## config.mk

```make
export PLATFORM = sky130hd
export DESIGN_NAME = hamming_sec_encode_decode
export DESIGN_NICKNAME = d
export VERILOG_FILES = /design/src/design/hsed_pkg.sv /design/src/design/hsed_syndrome.sv /design/src/design/hsed_correct.sv /design/src/design/hsed_gather.sv /design/src/design/hamming_sec_encode_decode.sv
export SDC_FILE = /design/constraint.sdc
export NUM_CORES = 1
export LEC_CHECK = 0
export ABC_CLOCK_PERIOD_IN_PS = 3500
export BUFFER_PORTS_ARGS = -buffer_cell sky130_fd_sc_hd__buf_2
export CAP_MARGIN = 20
export CORE_MARGIN = 10
export CORE_UTILIZATION = 50
export DETAILED_ROUTE_END_ITERATION = 10
export HOLD_SLACK_MARGIN = 0.06
export PLACE_DENSITY_LB_ADDON = 0.2
export SLEW_MARGIN = 0
export SYNTH_ARGS = -nofsm -noshare
export SYNTH_HDL_FRONTEND = slang
export SYNTH_SLANG_ARGS = --single-unit
```

## constraint.sdc

```tcl
create_clock -name i_clk -period 3.5 [get_ports i_clk]
set_clock_uncertainty 0.2 [all_clocks]
set_input_delay 0 -clock i_clk [delete_from_list [all_inputs] [get_ports i_clk]]
set_output_delay 0 -clock i_clk [all_outputs]
set_load 0.02 [all_outputs]
```

## src/design/hsed_pkg.sv

```systemverilog
`timescale 1ns / 1ps
// ----------------------------------------------------------------------------
// hsed_pkg
// Shared types, codes and constant tables for the Hamming SEC encoder/decoder.
// ----------------------------------------------------------------------------
package hsed_pkg;

    localparam int WORD_W            = 64;
    localparam int CNT_W             = 6;
    localparam int SYND_W            = 6;
    localparam int DATA_LIMIT        = 57;
    localparam int MAX_DATA_BITS_DEF = 57;
    localparam logic [CNT_W-1:0] DATA_BITS_RESET = 6'd16;

    localparam logic OP_ENCODE = 1'b0;
    localparam logic OP_DECODE = 1'b1;

    localparam logic [1:0] ST_OK     = 2'd0;
    localparam logic [1:0] ST_FIXED  = 2'd1;
    localparam logic [1:0] ST_UNCORR = 2'd2;

    typedef struct packed {
        logic              opcode;
        logic [WORD_W-1:0] payload;
    } t_cmd;

    typedef struct packed {
        logic [WORD_W-1:0] result_word;
        logic [1:0]        status;
        logic [SYND_W-1:0] syndrome;
    } t_rsp;

    typedef struct packed {
        logic              valid;
        logic              op;
        logic [WORD_W-1:0] payload;
        logic [CNT_W-1:0]  n;
        logic [CNT_W-1:0]  len;
    } t_s0;

    typedef struct packed {
        logic              valid;
        logic              op;
        logic [WORD_W-1:0] word;
        logic [SYND_W-1:0] synd;
        logic [CNT_W-1:0]  n;
        logic [CNT_W-1:0]  len;
    } t_s1;

    typedef struct packed {
        logic              valid;
        logic              op;
        logic [WORD_W-1:0] word;
        logic [1:0]        status;
        logic [SYND_W-1:0] synd;
        logic [CNT_W-1:0]  n;
    } t_s2;

    typedef logic [DATA_LIMIT-1:0][SYND_W-1:0] t_pos_tab;
    typedef logic [SYND_W-1:0][WORD_W-1:0]     t_mask_tab;

    // codeword position of each data bit (non-power-of-two 1-based indices)
    function automatic t_pos_tab f_data_pos();
        t_pos_tab tab;
        int       d;
        int       q;
        tab = '0;
        d   = 0;
        for (int p = 0; p < WORD_W - 1; p++) begin
            q = p + 1;
            if (((q & (q - 1)) != 0) && (d < DATA_LIMIT)) begin
                tab[d] = SYND_W'(p);
                d++;
            end
        end
        return tab;
    endfunction

    // positions covered by each syndrome bit
    function automatic t_mask_tab f_par_masks();
        t_mask_tab m;
        m = '0;
        for (int k = 0; k < SYND_W; k++) begin
            for (int p = 0; p < WORD_W; p++) begin
                m[k][p] = (((p + 1) >> k) & 1) == 1;
            end
        end
        return m;
    endfunction

    // codeword length n + r, r smallest with 2^r >= n + r + 1
    function automatic logic [CNT_W-1:0] f_code_len(input logic [CNT_W-1:0] n);
        int r;
        r = SYND_W;
        for (int i = SYND_W; i >= 1; i--) begin
            if ((1 << i) >= int'(n) + i + 1) begin
                r = i;
            end
        end
        return CNT_W'(int'(n) + r);
    endfunction

    localparam t_pos_tab  DATA_POS = f_data_pos();
    localparam t_mask_tab PAR_MASK = f_par_masks();

endpackage

```

## src/design/hsed_syndrome.sv

```systemverilog
`timescale 1ns / 1ps
// ----------------------------------------------------------------------------
// hsed_syndrome
// Stage 1: build the working codeword (scatter on encode, trim on decode)
// and compute its syndrome.
// ----------------------------------------------------------------------------
module hsed_syndrome
    import hsed_pkg::*;
(
    input  logic i_clk,
    input  logic i_rst_n,
    input  t_s0  i_s0,
    output t_s1  o_s1
);

    t_s1               r_s1;
    t_s1               n_s1;
    logic [WORD_W-1:0] enc_word;
    logic [WORD_W-1:0] len_mask;

    always_comb begin
        enc_word = '0;
        for (int j = 0; j < DATA_LIMIT; j++) begin
            enc_word[DATA_POS[j]] = i_s0.payload[j] & (CNT_W'(j) < i_s0.n);
        end
        len_mask = ~({WORD_W{1'b1}} << i_s0.len);

        n_s1.valid = i_s0.valid;
        n_s1.op    = i_s0.op;
        n_s1.n     = i_s0.n;
        n_s1.len   = i_s0.len;
        n_s1.word  = (i_s0.op == OP_ENCODE) ? enc_word : (i_s0.payload & len_mask);
        for (int k = 0; k < SYND_W; k++) begin
            n_s1.synd[k] = ^(n_s1.word & PAR_MASK[k]);
        end
    end

    always_ff @(posedge i_clk) begin
        if (!i_rst_n) begin
            r_s1.valid <= 1'b0;
        end else begin
            r_s1 <= n_s1;
        end
    end

    assign o_s1 = r_s1;

endmodule

```

## src/design/hsed_correct.sv

```systemverilog
`timescale 1ns / 1ps
// ----------------------------------------------------------------------------
// hsed_correct
// Stage 2: insert parity bits on encode; classify and fix a single error
// on decode.
// ----------------------------------------------------------------------------
module hsed_correct
    import hsed_pkg::*;
(
    input  logic i_clk,
    input  logic i_rst_n,
    input  t_s1  i_s1,
    output t_s2  o_s2
);

    t_s2 r_s2;
    t_s2 n_s2;

    always_comb begin
        n_s2.valid  = i_s1.valid;
        n_s2.op     = i_s1.op;
        n_s2.n      = i_s1.n;
        n_s2.word   = i_s1.word;
        n_s2.status = ST_OK;
        n_s2.synd   = '0;
        if (i_s1.op == OP_ENCODE) begin
            for (int k = 0; k < SYND_W; k++) begin
                n_s2.word[(1 << k) - 1] = i_s1.word[(1 << k) - 1] | i_s1.synd[k];
            end
        end else begin
            n_s2.synd = i_s1.synd;
            if (i_s1.synd != '0) begin
                if (i_s1.synd <= i_s1.len) begin
                    n_s2.word   = i_s1.word ^
                                  (WORD_W'(1) << SYND_W'(i_s1.synd - SYND_W'(1)));
                    n_s2.status = ST_FIXED;
                end else begin
                    n_s2.status = ST_UNCORR;
                end
            end
        end
    end

    always_ff @(posedge i_clk) begin
        if (!i_rst_n) begin
            r_s2.valid <= 1'b0;
        end else begin
            r_s2 <= n_s2;
        end
    end

    assign o_s2 = r_s2;

endmodule

```

## src/design/hsed_gather.sv

```systemverilog
`timescale 1ns / 1ps
// ----------------------------------------------------------------------------
// hsed_gather
// Stage 3: collect data bits on decode and register the result beat.
// ----------------------------------------------------------------------------
module hsed_gather
    import hsed_pkg::*;
(
    input  logic i_clk,
    input  logic i_rst_n,
    input  t_s2  i_s2,
    output logic o_valid,
    output t_rsp o_rsp
);

    logic              r_valid;
    t_rsp              r_rsp;
    t_rsp              n_rsp;
    logic [WORD_W-1:0] dec_data;

    always_comb begin
        dec_data = '0;
        for (int j = 0; j < DATA_LIMIT; j++) begin
            dec_data[j] = i_s2.word[DATA_POS[j]] & (CNT_W'(j) < i_s2.n);
        end
        n_rsp.result_word = (i_s2.op == OP_DECODE) ? dec_data : i_s2.word;
        n_rsp.status      = i_s2.status;
        n_rsp.syndrome    = i_s2.synd;
    end

    always_ff @(posedge i_clk) begin
        if (!i_rst_n) begin
            r_valid <= 1'b0;
        end else begin
            r_valid <= i_s2.valid;
            r_rsp   <= n_rsp;
        end
    end

    assign o_valid = r_valid;
    assign o_rsp   = r_rsp;

endmodule

```

## src/design/hamming_sec_encode_decode.sv

```systemverilog
`timescale 1ns / 1ps
// ----------------------------------------------------------------------------
// hamming_sec_encode_decode
// Configurable-length Hamming single-error-correcting encoder/decoder.
// ----------------------------------------------------------------------------
// A command beat is taken on any cycle with start high; busy stays low, so one
// beat per cycle is sustained. Each result appears on o_rsp with o_valid high
// for one cycle, after the input register and three pipeline stages
// (syndrome, correct, gather). Results come out in command order and cannot
// be held off by the receiver. The data-bit count is to be written through
// i_cfg_we/i_cfg_data only while no beats are in flight; this is not enforced.
module hamming_sec_encode_decode
    import hsed_pkg::*;
#(
    parameter int MAX_DATA_BITS = MAX_DATA_BITS_DEF
) (
    input  logic             i_clk,
    input  logic             i_rst_n,
    input  logic             start,
    output logic             busy,
    input  t_cmd             i_cmd,
    input  logic             i_cfg_we,
    input  logic [CNT_W-1:0] i_cfg_data,
    output logic             o_valid,
    output t_rsp             o_rsp
);

    localparam logic [CNT_W-1:0] EFF_MAX =
        CNT_W'((MAX_DATA_BITS < DATA_LIMIT) ? MAX_DATA_BITS : DATA_LIMIT);

    logic [CNT_W-1:0] r_cfg;
    logic [CNT_W-1:0] n_eff;
    t_s0              r_s0;
    t_s0              n_s0;
    t_s1              s1;
    t_s2              s2;

    assign busy = 1'b0;

    always_comb begin
        n_eff = r_cfg;
        if (r_cfg == '0) begin
            n_eff = CNT_W'(1);
        end else if (r_cfg > EFF_MAX) begin
            n_eff = EFF_MAX;
        end
        n_s0.valid   = start & ~busy;
        n_s0.op      = i_cmd.opcode;
        n_s0.payload = i_cmd.payload;
        n_s0.n       = n_eff;
        n_s0.len     = f_code_len(n_eff);
    end

    always_ff @(posedge i_clk) begin
        if (!i_rst_n) begin
            r_cfg      <= DATA_BITS_RESET;
            r_s0.valid <= 1'b0;
        end else begin
            if (i_cfg_we) begin
                r_cfg <= i_cfg_data;
            end
            r_s0 <= n_s0;
        end
    end

    hsed_syndrome u_syndrome (
        .i_clk   (i_clk),
        .i_rst_n (i_rst_n),
        .i_s0    (r_s0),
        .o_s1    (s1)
    );

    hsed_correct u_correct (
        .i_clk   (i_clk),
        .i_rst_n (i_rst_n),
        .i_s1    (s1),
        .o_s2    (s2)
    );

    hsed_gather u_gather (
        .i_clk   (i_clk),
        .i_rst_n (i_rst_n),
        .i_s2    (s2),
        .o_valid (o_valid),
        .o_rsp   (o_rsp)
    );

endmodule

```

==> run metrics, run 1 <==
Critical Path End Type=flop; beginning of the worst hold path=u_correct.o_s2[9]; max-slew headroom at the worst pin=between 30% and 40%; total power=11.9 mW; initial standard-cell utilization of the core=50.4%; Seq. cell area=between 9000 and 10000 µm²; Crit path required time=3570 ps; Critical Path Source Type=flop; insertion delay of the later-clocked pin in the worst-skew pair=530 ps; per-instance average area after synthesis=12.3 µm²; layout cell share with drive strength beyond 1=22.2%; fin nets=between 1500 and 2000; mapped cell area=16300 µm²; WHS Path Cells=0; post-DR vias/cell=5.45; f_max=between 0.2 and 0.3 GHz; number of pins with negative max-slew slack in the final report=0; worst hold-check slack=221 ps; core region area=32400 µm²; count of clock tree sinks=approximately 320; area delta synth->final=27.6%; ys async rst share=0%; Arrival @ worst endpoint=3490 ps; origin of the critical flop-to-flop path=r_s0[1]; Static Leak=approximately 8.3 nW; max capacitance violation total=0; number of input and output port buffers inserted=between 100 and 150; final standard cell area without fillers=20800 µm²; result of the run=complete, no violations; Period minus WS final=3410 ps; worst hold path type=flop to flop; Die X=201 µm; first drt pass iteration count=8; total die area=40200 µm²; number of primary I/O pins=149; number of filler instances in the final layout=2484; measured slew at the worst slew-check pin=between 900 and 1000 ps; final wirelength=between 40 and 50 mm; count of cell instances traversed by the critical path=8; number of warnings printed during yosys synthesis=0; Wirelength per Cell=between 20 and 25 µm; number of distinct library cells after synthesis=95; Critical-path top delay cell=sky130_fd_sc_hd__edfxtp_1; clk slew on worst S/H paths=60 ps; routability congestion estimate from global placement=slightly below 1; Total Neg Setup Slack=0 ps; Num CTS Buffers=34; global-route wire length before repair=72.7 mm; share of the cycle needed by the critical path after routing=a little over nine tenths; estimated wirelength of the detail-placed design=35.9 mm; initial antenna violation count=1; maximum clock insertion buffer count=3; Tot GR Track Use=23.4%; highest ir drop seen on vdd=0.470 mV; number of global-route vias before repair=11800; gr ovfl total=0; Critical Path, Cell by Cell=buf_4 -> a211o_1 -> o211a_1 -> a31oi_2 -> xor2_1 -> xnor3_1 -> xnor2_1 -> xnor3_1; number of design rule violations left after detail routing=0; Final Hold Violating Endpoints=0; total setup violations reported at the end of the flow=0; multi-input logic area=5980 µm²; total of flip-flops plus latches after synthesis=319; Die Y=201 µm; CP startpoint=r_s0[1]; library cell appearing most often on the critical path=sky130_fd_sc_hd__xnor3_1; Register-to-Register Path Depth=8; most instantiated flip-flop cell in the synthesis netlist=sky130_fd_sc_hd__edfxtp_1; kind of cell adding the most delay to the critical path=XOR/XNOR gates; Mapped Cells=~1300; Root Buffer=sky130_fd_sc_hd__clkbuf_16; largest incremental delay on the critical path=~570 ps; CTS H-Tree Depth=2; row count=66; clock tree from TritonCTS=yes; Power per Cell Area=571 nW/µm²; setup repair after global routing missed its margin=yes; maximum fanout count along the critical path=11; largest net degree at the start of global routing=about 80; count of flip-flops with a built-in enable after synthesis=309; CP Buf/Inv Count=1; number of antenna-violating nets in the routed design=0; placed instance area=~18000 µm²; iteration-0 DRC count of the detailed router=732; via count=11800; sequential element share of the synthesized area=58.2%; Setup CP Type=flop to flop
## metrics by stage
step / setup slack [ps] / util (%) / std cells
2_1_floorplan: 10.0 / - / 1324
3_3_place_gp: 81.2 / 56.2 / 1955
3_5_place_dp: 72.4 / 56.2 / 1955
4_1_cts: 76.1 / 64.1 / 2160
5_1_grt: -31.5 / 64.3 / 2166
6_report: 87.3 / 64.3 / 2166
## cells in the final DEF, fill, tap and decap left out, types with 20 or more instances in the layout
| cell type | instances |
|---|---|
| sky130_fd_sc_hd__edfxtp_1 | 309 |
| sky130_fd_sc_hd__dlygate4sd3_1 | 146 |
| sky130_fd_sc_hd__buf_2 | 145 |
| sky130_fd_sc_hd__buf_4 | 120 |
| sky130_fd_sc_hd__inv_1 | 94 |
| sky130_fd_sc_hd__nand2_1 | 92 |
| sky130_fd_sc_hd__xnor2_1 | 83 |
| sky130_fd_sc_hd__o21ai_0 | 68 |
| sky130_fd_sc_hd__nor2_1 | 56 |
| sky130_fd_sc_hd__xor2_1 | 49 |
| sky130_fd_sc_hd__nand3_1 | 44 |
| sky130_fd_sc_hd__clkbuf_16 | 35 |
| sky130_fd_sc_hd__a21oi_1 | 29 |
| sky130_fd_sc_hd__nor3_1 | 26 |
| sky130_fd_sc_hd__nor2b_1 | 23 |
| sky130_fd_sc_hd__and2_1 | 21 |
| sky130_fd_sc_hd__nand4_1 | 21 |
| sky130_fd_sc_hd__o211ai_1 | 20 |
## worst register-to-register path: stages (launching register included)
cell and delay (ps):
sky130_fd_sc_hd__edfxtp_1 570, sky130_fd_sc_hd__buf_4 280, sky130_fd_sc_hd__a211o_1 420, sky130_fd_sc_hd__o211a_1 250, sky130_fd_sc_hd__a31oi_2 290, sky130_fd_sc_hd__xor2_1 200, sky130_fd_sc_hd__xnor3_1 250, sky130_fd_sc_hd__xnor2_1 260
sky130_fd_sc_hd__xnor3_1 450
## flip-flops by register name, indices dropped and copies added, names as in the netlist
signal / flops
r_s0: 77
r_cfg: 6
u_gather.o_rsp: 72
u_correct.o_s2: 80
u_gather.o_valid: 1
u_syndrome.o_s1: 83
## cells in the mapped netlist (9+ instances only)
cell                         n  area share, %
sky130_fd_sc_hd__buf_6      19            1.3
sky130_fd_sc_hd__nor4_1     19           0.73
sky130_fd_sc_hd__ha_1       16            1.2
sky130_fd_sc_hd__a31oi_1    12           0.46
sky130_fd_sc_hd__edfxtp_1  309             57
sky130_fd_sc_hd__nand2b_1    9           0.35
sky130_fd_sc_hd__buf_4      12           0.55
sky130_fd_sc_hd__o211ai_1   20           0.92
sky130_fd_sc_hd__xnor2_1    83            4.5
sky130_fd_sc_hd__nor2b_1    24           0.92
sky130_fd_sc_hd__and3_1     10           0.38
sky130_fd_sc_hd__o21ai_1    10           0.31
sky130_fd_sc_hd__clkbuf_1   43           0.99
sky130_fd_sc_hd__a21oi_1    30           0.92
sky130_fd_sc_hd__nand3_1    45            1.4
sky130_fd_sc_hd__dfxtp_1    10            1.2
sky130_fd_sc_hd__xor2_1     49            2.6
sky130_fd_sc_hd__xnor3_1    17            2.3
sky130_fd_sc_hd__inv_1      95            2.2
sky130_fd_sc_hd__and2_1     22           0.84
sky130_fd_sc_hd__nor2_1     56            1.3
sky130_fd_sc_hd__o22ai_1    19           0.73
sky130_fd_sc_hd__o32ai_1     9           0.48
sky130_fd_sc_hd__mux2i_1    11           0.68
sky130_fd_sc_hd__a32o_1     10           0.61
sky130_fd_sc_hd__nor3_1     26           0.80
sky130_fd_sc_hd__nand4_1    21           0.81
sky130_fd_sc_hd__nand2_1    92            2.1
sky130_fd_sc_hd__o21ai_0    71            2.2
## layout make-up
| type | count | area share [%] |
|---|---|---|
| Timing Repair Buffer | 423 | 16.0 |
| Clock buffer | 42 | 4.34 |
| Antenna cell | 1 | 0.0120 |
| Inverter | 97 | 1.75 |
| Multi-Input combinational cell | 825 | 28.8 |
| Clock inverter | 17 | 0.884 |
| Tap cell | 442 | 2.66 |
| Sequential cell | 319 | 45.6 |
## path summary, 6_finish.rpt
path | slack, ps | endpoint
max | 90 | u_syndrome.o_s1[12]
max reg2reg | 90 | u_syndrome.o_s1[12]
min reg2reg | 220 | u_gather.o_rsp[3]
min | 220 | u_gather.o_rsp[3]
## timing repair
| action | in CTS | in global routing |
|---|---|---|
| resized for setup | 0 | 14 |
| hold buffers | 146 | 0 |
| endpoints found under the hold margin | 315 | 0 |
| endpoints found under the setup margin | 0 | 8 |
| setup buffers | 0 | 5 |
## per-layer routing
metal | vias to the layer above | wire length, µm | track usage, %
met4 | 0 | 2020 | 10.4
met2 | 457 | 23400 | 39.6
met1 | 5630 | 19900 | 29.0
li1 | 5622 | - | -
met3 | 98 | 2850 | 3.97
met5 | - | 0 | 0
## kinds of logic after synthesis
family / Yosys count / synth area share [%]
simple gates: 366 / 11.8
other cells: 1 / 0.0230
buf+inv: 180 / 5.36
flops: 319 / 58.2
compound gates: 271 / 12.0
fa+ha+maj: 17 / 1.35
xor+xnor: 158 / 10.6
mux: 11 / 0.676
## power breakdown
group          switching, mW  internal (mW)  total, mW
clock network           1.44           2.06       3.50
registers              0.279           4.73       5.01
logic                   1.81           1.55       3.36
No activity file was read; power rests on OpenSTA's default activity.
==> run 2: changes to the inputs <==
- ABC_AREA: unset -> 1
- TNS_END_PERCENT: unset -> 1
==> run metrics, run 2 <==
result of the run=finished with violations; violated checks=DRC; most instantiated flip-flop cell in the synthesis netlist=sky130_fd_sc_hd__edfxtp_1; dominant combinational cell family by area after synthesis=simple AND/OR/NAND/NOR gates; share of the synthesized area in the top cell type=52.6% (-4.4 points); share of cell area taken by muxes after synthesis=0.284% (-0.39 points); Wirelength per Cell=20.5 µm (-7.8%); number of global-route vias before repair=15300 (+29%); Period minus WS final=3350 ps (-62.7 ps); count leader, synth=sky130_fd_sc_hd__nand2_1; Critical-path top delay cell=sky130_fd_sc_hd__edfxtp_1; multi-input logic area=6930 µm² (+16%); post-synthesis share of cell area spent on and, or, nand and nor gates=26.6% (+15 points); routability congestion estimate from global placement=1.01 (+1.5%); CP Buf/Inv Count=2 (+1); insertion delay of the later-clocked pin in the worst-skew pair=570 ps (+40 ps); count of clock tree sinks=319 (unchanged); Tot GR Track Use=26.4% (+2.9 points); number of design rule violations left after detail routing=1 (+1); Die Y=208 µm (+3.7%); FF-to-FF End=u_syndrome.o_s1[12]; Critical Path End Type=flop; maximum clock insertion buffer count=3 (unchanged); final wirelength=59.3 mm (+23%); maximum fanout count along the critical path=9 (-2); worst hold path type=flop to flop; layout cell share with drive strength beyond 1=13.1% (-9.1 points); via count=15700 (+33%); iteration-0 DRC count of the detailed router=1678 (+130%); most common cell after layout, fill and taps aside=sky130_fd_sc_hd__nand2_1; WHS Path Cells=0 (unchanged); Finished Layout Cells=2896 (+34%); mapped cell area=17600 µm² (+8.3%); share of the cycle needed by the critical path after routing=95.7% (-1.8 points); max-slew headroom at the worst pin=55.2% (+18 points); Total Neg Setup Slack=0 ps (unchanged); highest ir drop seen on vdd=0.439 mV (-6.7%); count of flip-flops with a built-in enable after synthesis=309 (unchanged); CTS H-Tree Depth=1 (-1); Arrival @ worst endpoint=3470 ps (-20 ps); library cell appearing most often on the critical path=sky130_fd_sc_hd__nand2_1; per-instance average area after synthesis=8.60 µm² (-30%); Critical Path Source Type=flop; number of filler instances in the final layout=2837 (+14%); highest-count cells in the layout ignoring fill and taps=sky130_fd_sc_hd__nand2_1 (653), sky130_fd_sc_hd__edfxtp_1 (309), sky130_fd_sc_hd__inv_1 (251); f_max=0.299 GHz (+1.9%); area delta synth->final=24.2%; origin of the critical flop-to-flop path=r_s0[2]; Post-Place Setup Slack=-5.33 ps (-77.7 ps); Register-to-Register Path Depth=15 (+7); Compound-Gate Fraction of Synth Area=5.60% (-6.4 points); Root Buffer=sky130_fd_sc_hd__clkbuf_16; largest area contributor in the netlist=sky130_fd_sc_hd__edfxtp_1; Critical Path, Cell by Cell=nand3_1 -> inv_1 -> nand2_1 -> o21ai_1 -> nand3_1 -> nand2_1 -> nand2_1 -> nand2_1 -> nand3_1 -> nand2_1 -> nand3_1 -> nand2_1 -> inv_1 -> nand2_1 -> nand2_1; largest incremental delay on the critical path=640 ps (+70 ps); slack of the critical path=150 ps (+62.7 ps); flip-flop count of the largest register after layout=83 (unchanged); ranking of synthesized cells by area=sky130_fd_sc_hd__edfxtp_1 (53%), sky130_fd_sc_hd__nand2_1 (14%), sky130_fd_sc_hd__nand3_1 (6.9%); xor/xnor cell area share of the yosys netlist=5.25% (-5.4 points); Setup CP Type=flop to flop; Num CTS Buffers=31 (-8.8%); max capacitance violation total=0 (unchanged); clock tree from TritonCTS=yes; number of pins with negative max-slew slack in the final report=0 (unchanged); initial antenna violation count=3 (+2); first drt pass iteration count=11 (+3); Seq. cell area=9480 µm² (about the same); total of flip-flops plus latches after synthesis=319 (unchanged); largest net degree at the start of global routing=83 (+1.2%); gr ovfl total=0 (unchanged); number of primary I/O pins=149 (unchanged); Die X=208 µm (+3.7%); measured slew at the worst slew-check pin=664 ps (-263 ps); number of input and output port buffers inserted=146 (unchanged); beginning of the worst hold path=u_syndrome.o_s1[10]; number of warnings printed during yosys synthesis=0 (unchanged); core region area=34700 µm² (+7.2%); sequential element share of the synthesized area=53.7% (-4.4 points); Final Hold Violating Endpoints=0 (unchanged); fin nets=2509 (+40%); Static Leak=9.95 nW (+20%); total setup violations reported at the end of the flow=0 (unchanged); placed instance area=19300 µm² (+6.0%); ys async rst share=0% (unchanged); number of distinct library cells after synthesis=51 (-46%); kind of cell adding the most delay to the critical path=simple AND/OR/NAND/NOR gates; fraction of the mapped netlist area in adder cells=1.25% (-0.10 points); Crit path required time=3620 ps (+50 ps); terminating pin of the worst hold path=u_correct.o_s2[4]; Power per Cell Area=523 nW/µm² (-8.4%); initial standard-cell utilization of the core=50.8% (+0.49 points); post-DR vias/cell=5.44 (-0.27%); clk slew on worst S/H paths=60 ps (about the same); number of placed cells counting well taps=2669 (+37%); row count=68 (+3.0%); final standard cell area without fillers=21900 µm² (+5.4%); number of antenna-violating nets in the routed design=0 (unchanged); Mapped Cells=2053 (+55%); total die area=43200 µm² (+7.4%); Commonest cells post-synth=sky130_fd_sc_hd__nand2_1 (656), sky130_fd_sc_hd__edfxtp_1 (309), sky130_fd_sc_hd__inv_1 (254); global-route wire length before repair=88.6 mm (+22%); estimated wirelength of the detail-placed design=44.2 mm (+23%); R2R Setup Slk=150 ps (+60 ps)
-- run 2: changes by cell type after synthesis, moves of 12 or more --
cell | previous run | this run
sky130_fd_sc_hd__nand2_2 | 1 | 13
sky130_fd_sc_hd__inv_1 | 95 | 254
sky130_fd_sc_hd__and2_1 | 22 | 1
sky130_fd_sc_hd__buf_6 | 19 | 5
sky130_fd_sc_hd__xnor2_1 | 83 | 63
sky130_fd_sc_hd__xnor3_1 | 17 | 0
sky130_fd_sc_hd__nor4_1 | 19 | 0
sky130_fd_sc_hd__nor2b_1 | 24 | 0
sky130_fd_sc_hd__nor2_1 | 56 | 172
sky130_fd_sc_hd__nand2_1 | 92 | 656
sky130_fd_sc_hd__clkbuf_1 | 43 | 24
sky130_fd_sc_hd__nand3_1 | 45 | 244
sky130_fd_sc_hd__nor3_1 | 26 | 9
-- run 2: final cells by class --
| cell class | instances | share of cell area [%] |
|---|---|---|
| repair buffers | 388 | 13.9 |
| diodes | 2 | 0.0228 |
| clock buffers | 40 | 3.69 |
| clock inverters | 15 | 0.474 |
| flip-flops and latches | 319 | 43.3 |
| inverters | 260 | 4.47 |
| well taps | 455 | 2.60 |
| multi-input cells | 1417 | 31.6 |
-- run 2: how the worst max path moves through the flow --
stage / start / end / slack (ps) / depth (start not counted)
detailed placement: r_cfg[4] / r_s0[4] / -5 / 22
global placement: r_cfg[4] / r_s0[4] / 70 / 22
global route: r_cfg[4] / r_s0[4] / -50 / 21
floorplan: r_cfg[3] / r_s0[4] / 170 / 23
CTS: r_cfg[4] / r_s0[4] / 20 / 22
finish: r_s0[2] / u_syndrome.o_s1[12] / 150 / 15
-- run 2: kinds of logic after synthesis --
family / Yosys count
multiplexers: 5
AO/OA/AOI/OAI: 162
buffers and inverters: 318
other: 1
XOR/XNOR: 104
AND/OR/NAND/NOR: 1127
adder cells (fa/ha/maj): 17
flip-flops: 319
-- run 2: power breakdown --
group / leakage [nW] / internal [mW] / switching [mW] / total [mW]
combinational: 6.33 / 1.11 / 2.29 / 3.40
sequential: 3.17 / 4.68 / 0.308 / 4.99
clock: 0.447 / 1.70 / 1.37 / 3.06
-- run 2: stage by stage --
step,hold WS (ps),utilization (%),total power [mW]
detailed placement,-21.9,55.5,8.24
floorplan,-102,-,6.99
global placement,-23.9,55.5,8.19
finish,218,63.1,11.5
global route,229,63.1,12.0
CTS,213,62.7,11.4
-- run 2: repair_timing --
action	in CTS	in global routing
endpoints found under the setup margin	1	8
hold buffers	156	0
resized for setup	1	14
pin swaps	0	3
hold endpoints to repair	250	0
buffers inserted	0	14
-- run 2: routing by layer --
metal  part of all wire [%]  wire length [µm]  vias up  GRT usage, %
met3                    7.3              4300      192          3.85
met1                     39             23300     7251          32.2
met5                  0.029                17        -             0
met4                    6.1              3600        2          14.6
met2                     47             28000      812          44.1
li1                       -                 -     7487             -
